[config.mk]
export PLATFORM = sky130hd
export DESIGN_NAME = smx_ctrl
export DESIGN_NICKNAME = d
export VERILOG_FILES = /design/src/rtl/smx_pkg.sv /design/src/rtl/smx_ctrl.sv
export SDC_FILE = /design/constraint.sdc
export NUM_CORES = 1
export LEC_CHECK = 0
export ABC_AREA = 1
export BUFFER_PORTS_ARGS = -buffer_cell sky130_fd_sc_hd__buf_2
export CAP_MARGIN = 40
export CELL_PAD_IN_SITES_DETAIL_PLACEMENT = 0
export CELL_PAD_IN_SITES_GLOBAL_PLACEMENT = 1
export CORE_AREA = 2 2 39 41
export DETAILED_ROUTE_END_ITERATION = 6
export DIE_AREA = 0 0 41 43
export PLACE_DENSITY = 0.38
export SETUP_SLACK_MARGIN = 0.02
export SLEW_MARGIN = 15
export SYNTH_ARGS = -nofsm -noshare
export SYNTH_HDL_FRONTEND = slang
export SYNTH_SLANG_ARGS = --single-unit
[constraint.sdc]
create_clock -name clk -period 2.9 [get_ports clk]
set_clock_uncertainty 0.2 [all_clocks]
set_input_delay 0 -clock clk [delete_from_list [all_inputs] [get_ports clk]]
set_output_delay 0 -clock clk [all_outputs]
set_load 0.01 [all_outputs]
[src/rtl/smx_pkg.sv]
// Shared types, codes and sizes for the stack machine executor.
// No dependencies; the other files that use it refer to it by scoped names.
package smx_pkg;

    localparam int STACK_DEPTH = 256;
    localparam int SP_W        = $clog2(STACK_DEPTH + 1);
    localparam int ADDR_W      = $clog2(STACK_DEPTH);
    localparam int WORD_W      = 64;
    localparam int DEPTH_W     = 9;

    localparam logic [3:0] FN_START  = 4'd0;
    localparam logic [3:0] FN_PUSH   = 4'd1;
    localparam logic [3:0] FN_PUTC   = 4'd2;
    localparam logic [3:0] FN_PUTNUM = 4'd3;
    localparam logic [3:0] FN_ADD    = 4'd4;
    localparam logic [3:0] FN_SUB    = 4'd5;
    localparam logic [3:0] FN_MUL    = 4'd6;
    localparam logic [3:0] FN_DIV    = 4'd7;
    localparam logic [3:0] FN_DUP    = 4'd8;
    localparam logic [3:0] FN_SWAP   = 4'd9;
    localparam logic [3:0] FN_DROP   = 4'd10;
    localparam logic [3:0] FN_HALT   = 4'd11;

    localparam logic [3:0] ST_OK      = 4'd0;
    localparam logic [3:0] ST_CHAR    = 4'd1;
    localparam logic [3:0] ST_NUM     = 4'd2;
    localparam logic [3:0] ST_HALT    = 4'd3;
    localparam logic [3:0] ST_IGNORED = 4'd4;
    localparam logic [3:0] ST_UNDER   = 4'd5;
    localparam logic [3:0] ST_OVER    = 4'd6;
    localparam logic [3:0] ST_DIVZ    = 4'd7;
    localparam logic [3:0] ST_BADOP   = 4'd8;

    typedef struct packed {
        logic [3:0]               func;
        logic signed [WORD_W-1:0] immediate;
    } in_item_t;

    typedef struct packed {
        logic [3:0]               status;
        logic signed [WORD_W-1:0] out_value;
        logic [DEPTH_W-1:0]       stack_depth;
    } out_item_t;

    // controller to datapath
    typedef struct packed {
        logic load;
        logic md_start;
        logic commit;
    } dp_cmd_t;

    // datapath to controller
    typedef struct packed {
        logic need_md;
        logic md_done;
        logic out_free;
    } dp_stat_t;

endpackage

[src/rtl/smx_ctrl.sv]
// Sequencer for the stack machine: accept, execute, wait on mul/div, commit.
// Depends on smx_pkg.
module smx_ctrl (
    input  logic               clk,
    input  logic               rst_n,
    input  logic               in_valid,
    output logic               in_stall,
    output smx_pkg::dp_cmd_t   cmd,
    input  smx_pkg::dp_stat_t  stat
);

    localparam logic [1:0] S_IDLE = 2'd0;
    localparam logic [1:0] S_EXEC = 2'd1;
    localparam logic [1:0] S_MD   = 2'd2;
    localparam logic [1:0] S_FIN  = 2'd3;

    logic [1:0] state_reg, state_next;

    always_comb
    begin
        state_next   = state_reg;
        cmd.load     = 1'b0;
        cmd.md_start = 1'b0;
        cmd.commit   = 1'b0;
        unique case (state_reg)
            S_IDLE:
            begin
                if (in_valid)
                begin
                    cmd.load   = 1'b1;
                    state_next = S_EXEC;
                end
            end
            S_EXEC:
            begin
                if (stat.need_md)
                begin
                    cmd.md_start = 1'b1;
                    state_next   = S_MD;
                end
                else if (stat.out_free)
                begin
                    cmd.commit = 1'b1;
                    state_next = S_IDLE;
                end
            end
            S_MD:
            begin
                if (stat.md_done)
                begin
                    state_next = S_FIN;
                end
            end
            S_FIN:
            begin
                if (stat.out_free)
                begin
                    cmd.commit = 1'b1;
                    state_next = S_IDLE;
                end
            end
            default: state_next = S_IDLE;
        endcase
    end

    assign in_stall = (state_reg != S_IDLE);

    always_ff @(posedge clk or negedge rst_n)
    begin
        if (!rst_n)
        begin
            state_reg <= S_IDLE;
        end
        else
        begin
            state_reg <= state_next;
        end
    end

    a_load_idle: assert property (@(posedge clk) disable iff (!rst_n)
        cmd.load |=> (state_reg == S_EXEC))
        else $error("load did not enter execute");
    a_md_wait: assert property (@(posedge clk) disable iff (!rst_n)
        cmd.md_start |=> (state_reg == S_MD))
        else $error("mul/div start without wait");
    a_fin_from_md: assert property (@(posedge clk) disable iff (!rst_n)
        (state_reg == S_FIN) |-> ($past(state_reg) == S_MD || $past(state_reg) == S_FIN))
        else $error("finish entered without mul/div");

endmodule

==> flow_summary_export.csv, run 1 <==
group,metric,value,unit
timing,setup_viol,0,
global_route,grt_first_pass_wirelength,703,µm
power_and_ir_drop,vdd_ir_drop_max,0.1664,mV
power_and_ir_drop,power_density,872.5,nW/µm²
timing,worst_slack,1315,ps
logic_synthesis,yosysSeqAreaShare,38.83,%
placement,gp_congestion,0.5085,
timing,fmaxAchievable,0.6308,GHz
floorplan,core-area,1384,µm²
timing,finalCritPeriodShare,54.67,%
placement,port_buffers,9,
timing,hold_viol_final,0,
power_and_ir_drop,p_int,0.0001498,W
job,max_cap_viol_count,0,
global_route,antenna_found_initial,0,
finish,diodes,0,
floorplan,die_h,43,µm
global_route,grt_pass1_vias,197,
placement,numPlacedInstances,45,
finish,stdcell_count,54,
finish,drive_gt1_share,39.47,%
setup_path,critPathArrivalTime,1490,ps
finish,fill_cells,157,
clock_tree,cts-root-buf,"clkbuf_4",
run_status,status,"complete, no violations",
drt,firstDrtPassIters,4,
finish,largest_register_ffs,2,
setup_path,startpoint_type,"register",
logic_synthesis,synthCells,20,
floorplan,die_area,1763,µm²
logic_synthesis,synth_cell_types,9,
logic_synthesis,synth_top_family_by_area,"simple AND/OR/NAND/NOR gates",
drt,wl_met2,164,µm
power_and_ir_drop,p_switching,0.00009148,W
power_and_ir_drop,power_frac_comb,48.6,%
floorplan,die_w,41,µm
timing,min_period,1585,ps
placement,place_hpwl,295.3,µm
floorplan,start_util,9.313,%
drt,routed.top_layer,"met3",
timing,rsz0062_at_grt,"false",
global_route,grt_overflow,0,
logic_synthesis,synth_compound_area_share,3.883,%
logic_synthesis,synth-xor-area-share,0,%
power_and_ir_drop,pwr-share-clk,26.3,%
logic_synthesis,yosys.area_share.adder,0,%
timing,holdWs,121.8,ps
drt,num_vias,173,
setup_path,worstSetupPathType,"reg -> reg",
clock_tree,clkLatencyLatePin,230,ps
clock_tree,cts_tree,"yes",
global_route,grt_max_degree,5,
clock_tree,cts_max_path_buffers,2,
timing,tightest_slew,154.9,ps
clock_tree,cts_buffers,3,
logic_synthesis,yosysWarnings,0,
finish,seq_area,50.05,µm²
min_path,hp-start,"in_valid",
min_path,hold_class,"in -> out",
clock_tree,cts_htree_levels,1,
timing,slew_violations,0,
finish,multiInputGateArea,56.30,µm²
finish,area_growth_syn_to_layout,114.6,%
finish,layout.nets,46,
timing,slew_headroom,89.67,%
drt,via_per_inst,3.204,
drt,drt_iter0_markers,4,
drt,wl,411,µm
logic_synthesis,yosys.area_share.simple,39.81,%
setup_path,crit_start,"state_reg[0]",
drt,routedWlPerCell,7.611,µm
logic_synthesis,synth_nets,26,
power_and_ir_drop,p_seq_share,25.1,%
drt,drtAntennaViolNets,0,
logic_synthesis,synth-seq-cells,2,
drt,met1_length,206,µm
floorplan,ios,10,
global_route,grt_usage,6.212,%
power_and_ir_drop,swShare,37.92,%
floorplan,fp-row-count,14,
setup_path,endpoint_kind,"register",
power_and_ir_drop,total_leakage_power,0.1658,nW
setup_path,crit_fanout,4,
setup_path,r2r_start,"state_reg[0]",
logic_synthesis,muxShareOfSynthArea,0,%
timing,setup_tns,0,ps
placement,place_ws,1863,ps
finish,fin_util,19.98,%
setup_path,required,2800,ps
drt,drc,0,
clock_tree,cts_sinks,2,
logic_synthesis,syn-mean-instance-area,6.444,µm²
logic_synthesis,netlist_area,128.9,µm²
drt,dr_wl_met3,40,µm
clock_tree,clk_pin_slew,30,ps
worst paths after layout:
path	endpoint	slack, ps	cells after the start
setup / recovery	state_reg[0]	1310	5
hold / removal	cmd[2]	120	4
setup reg to reg	state_reg[0]	1310	5
hold reg to reg	state_reg[1]	900	3
max in group asynchronous	state_reg[0]	1910	3
min in group asynchronous	state_reg[1]	460	3
power by group through the flow:
stage / Combinational (W) / Sequential [W] / Clock [W]
after floorplan: 0.0000599 / 0.0000562 / 0
after global routing: 0.000135 / 0.0000642 / 0.0000684
final: 0.000117 / 0.0000606 / 0.0000634
after global placement: 0.0000878 / 0.0000612 / 0
after detailed placement: 0.0000898 / 0.0000611 / 0
after CTS: 0.000119 / 0.0000609 / 0.0000676
Yosys cell counts (all sizes together):
library cell / instances / share of area, %
inv: 6 / 17
nand3: 2 / 12
nor2: 3 / 8.7
nand2: 6 / 19
dfrtp: 2 / 39
a21oi: 1 / 3.9
layout make-up:
type / count / area share [%]
well taps: 16 / 7.240
multi-input cells: 12 / 20.36
flip-flops and latches: 2 / 18.10
repair buffers: 15 / 38.01
clock buffers: 3 / 8.145
inverters: 6 / 8.145
cell families (layout without fill, tap and decap cells):
group / after synthesis / count (layout)
AO/OA/AOI/OAI: 1 / 1
buffers and inverters: 6 / 24
flip-flops: 2 / 2
AND/OR/NAND/NOR: 11 / 11
per-stage QoR:
| step | area (µm²) | power [W] |
|---|---|---|
| finish | 276.5 | 0.0002412 |
| global route | 276.5 | 0.0002677 |
| CTS | 276.5 | 0.0002471 |
| detailed placement | 193.9 | 0.0001509 |
| global placement | 193.9 | 0.0001490 |
| floorplan | 128.9 | 0.0001161 |
cell usage in the layout, fill, tap and decap left out:
master,netlist,routed
buf_2,0,9
dlygate4sd3_1,0,6
inv_1,5,5
nand2_1,5,5
nor2_1,3,3
clkbuf_4,0,3
dfrtp_1,2,2
inv_2,1,1
a21oi_1,1,1
nand3_2,1,1
nand2_2,1,1
nand3_1,1,1
metal layers:
layer | GRT usage, % | up-vias
li1 | - | 95
met1 | 7.029 | 68
met2 | 8.750 | 10
met3 | 0 | 0
met4 | 8.000 | 0
met5 | 0 | -
worst max-delay path, stage by stage (launching register included):
cell	delay [ps]
dfrtp_1	410
nor2_1	150
nand2_1	60
nand2_1	70
nor2_1	40
dlygate4sd3_1	540
timing repair:
| item | in CTS | in global routing |
|---|---|---|
| endpoints found under the hold margin | 4 | 0 |
| setup buffers | 0 | 0 |
| gates resized for setup | 0 | 0 |
| hold buffers | 6 | 0 |
No activity file was read; power rests on OpenSTA's default activity.
==> run 2, diff against run 1 <==
--- a/config.mk
+++ b/config.mk
@@ -5,7 +5,7 @@
 export SDC_FILE = /design/constraint.sdc
 export NUM_CORES = 1
 export LEC_CHECK = 0
-export ABC_AREA = 1
+export ABC_AREA = 0
 export BUFFER_PORTS_ARGS = -buffer_cell sky130_fd_sc_hd__buf_2
 export CAP_MARGIN = 40
 export CELL_PAD_IN_SITES_DETAIL_PLACEMENT = 0
@@ -13,7 +13,7 @@
 export CORE_AREA = 2 2 39 41
 export DETAILED_ROUTE_END_ITERATION = 6
 export DIE_AREA = 0 0 41 43
-export PLACE_DENSITY = 0.38
+export PLACE_DENSITY = 0.37
 export SETUP_SLACK_MARGIN = 0.02
 export SLEW_MARGIN = 15
 export SYNTH_ARGS = -nofsm -noshare
==> constraint.sdc (replaced) <==
create_clock -name clk -period 1.31 [get_ports clk]
set_clock_uncertainty 0.2 [all_clocks]
set_input_delay 0 -clock clk [delete_from_list [all_inputs] [get_ports clk]]
set_output_delay 0 -clock clk [all_outputs]
set_load 0.01 [all_outputs]
==> run 2 against run 1 <==
Against the previous run: synthesized area decreased by 6.8%; die area is the same; critical path depth decreased by 2; combinational power grew 140%; final area up 8.1%.
==> flow_summary_export.csv, run 2 <==
group,metric,value,unit
timing,holdWs,321.8,ps
floorplan,start_util,8.680,%
floorplan,die_area,1763,µm²
finish,stdcell_count,53,
clock_tree,cts_max_path_buffers,2,
placement,gp_congestion,0.6007,
clock_tree,cts-root-buf,"clkbuf_4",
logic_synthesis,ys_top_cells_by_count,"nor2_1, dfrtp_1, nand2_1",
drt,num_vias,173,
clock_tree,cts_htree_levels,1,
logic_synthesis,synth_nets,21,
setup_path,endpoint_kind,"output pin",
placement,port_buffers,9,
global_route,grt_usage,6.313,%
finish,layout.nets,45,
setup_path,required,1110,ps
logic_synthesis,yosysWarnings,0,
finish,drive_gt1_share,45.95,%
timing,setup_tns,0,ps
global_route,antenna_found_initial,0,
logic_synthesis,yosysSeqAreaShare,41.67,%
timing,slew_violations,0,
setup_path,worstSetupPathType,"reg -> out",
timing,min_period,1267,ps
finish,final_common_cell,"buf_2",
clock_tree,cts_tree,"yes",
floorplan,die_w,41,µm
setup_path,startpoint_type,"register",
finish,largest_register_ffs,2,
floorplan,core-area,1384,µm²
finish,area_growth_syn_to_layout,149.0,%
finish,fin_util,21.61,%
job,max_cap_viol_count,0,
timing,rsz0062_at_grt,"true",
timing,setup_viol,0,
setup_path,crit_slowest_cell,"dfrtp_1",
clock_tree,clkLatencyLatePin,220,ps
finish,final_cell_mix,"buf_2, dlygate4sd3_1, buf_4, nor2_1, clkbuf_4",
global_route,grt_pass1_vias,194,
placement,place_hpwl,259.6,µm
logic_synthesis,synth_top_cell_by_area,"dfrtp_1",
setup_path,critPathArrivalTime,1070,ps
logic_synthesis,synth-seq-cells,2,
drt,wl,397,µm
setup_path,path_cells,"or2_1 -> nor2_1 -> buf_2",
power_and_ir_drop,vdd_ir_drop_max,0.3265,mV
placement,place_ws,213.9,ps
placement,numPlacedInstances,40,
logic_synthesis,synth-edff-count,0,
logic_synthesis,yosysMostFrequentCell,"nor2_1",
timing,fmaxAchievable,0.7893,GHz
finish,diodes,0,
drt,drc,0,
timing,tightest_slew,125.2,ps
logic_synthesis,synth_top_area_share,41.67,%
global_route,grt_overflow,0,
logic_synthesis,syn-mean-instance-area,8.008,µm²
floorplan,ios,10,
floorplan,fp-row-count,14,
logic_synthesis,synthCells,15,
timing,hold_viol_final,0,
setup_path,max_stage_delay,380,ps
drt,drtAntennaViolNets,0,
clock_tree,cts_buffers,3,
logic_synthesis,netlist_area,120.1,µm²
timing,worst_slack,43.00,ps
drt,via_per_inst,3.264,
power_and_ir_drop,total_leakage_power,0.1519,nW
global_route,grt_max_degree,5,
logic_synthesis,synth_area_leaders,"dfrtp_1, nor2_1, mux2i_1",
min_path,hold_class,"in -> reg",
drt,routedWlPerCell,7.491,µm
timing,finalCritPeriodShare,96.72,%
power_and_ir_drop,power_density,1803,nW/µm²
logic_synthesis,synthFlopType,"dfrtp_1",
clock_tree,clk_pin_slew,30,ps
setup_path,crit_fanout,3,
timing,slew_headroom,91.41,%
logic_synthesis,async_reset_ff_share,100.0,%
drt,drt_iter0_markers,3,
drt,firstDrtPassIters,2,
global_route,grt_first_pass_wirelength,683,µm
clock_tree,cts_sinks,2,
run_status,status,"complete, no violations",
floorplan,die_h,43,µm
logic_synthesis,synth_cell_types,11,
## run 2: cell count changes in the layout (fill, tap and decap cells not counted), sizes merged, moves of 2 or more
cell | previous run | this run
inv | 6 | 1
buf | 9 | 13
nand2 | 6 | 2
nand3 | 2 | 0
## run 2: stage by stage
stage	total power (W)	area, µm²
floorplan	0.0002331	120.1
global placement	0.0003027	185.2
detailed placement	0.0002997	185.2
CTS	0.0005521	299.0
global route	0.0005929	299.0
finish	0.0005391	299.0
## run 2: what timing repair did
action / in CTS / in global routing
pin swaps: 0 / 2
resized for setup: 1 / 0
buffers inserted: 4 / 0
hold buffers: 6 / 0
setup endpoints to repair: 1 / 3
endpoints found under the hold margin: 4 / 0
## run 2: kinds of logic after synthesis
group                  after synthesis  synth area share (%)
and+or+nand+nor                      8                 32.30
muxes                                1                 8.334
buffers and inverters                1                 3.122
DFF                                  2                 41.67
AOI/OAI and AO/OA                    3                 14.59
## run 2: power breakdown
group / internal, W / switching [W] / total [W]
Clock: 0.000101 / 0.0000352 / 0.000136
Sequential: 0.0000965 / 0.0000219 / 0.000118
Combinational: 0.000165 / 0.000119 / 0.000284
## run 2: final cells by class
type	instances	area, µm²
Timing Repair Buffer	19	135.1
Sequential cell	2	51.30
Tap cell	16	20.02
Fill cell	160	1085
Inverter	1	3.754
Clock buffer	3	22.52
Multi-Input combinational cell	12	66.31
## run 2: final timing paths
check | cells past startpoint | slack [ps] | start | endpoint
setup reg to reg | 4 | 100 | state_reg[1] | state_reg[0]
hold reg to reg | 2 | 380 | state_reg[0] | state_reg[0]
max in group asynchronous | 3 | 350 | rst_n | state_reg[1]
min in group asynchronous | 3 | 430 | rst_n | state_reg[0]
hold / removal | 3 | 320 | stat[0] | state_reg[1]
setup / recovery | 3 | 40 | state_reg[0] | cmd[2]
## run 2: per-layer routing
metal	up-vias	routed length [µm]	global-route usage [%]
met3	0	18	3.141
met1	75	142	5.431
li1	95	-	-
met5	-	0	0
met4	0	0	8.000
met2	3	235	8.750
## run 2: critical path: cells and delay by family, from the launching register on
family	cells	cell delay, ps
and+or+nand+nor	2	340
DFF	1	380
buffers and inverters	1	130
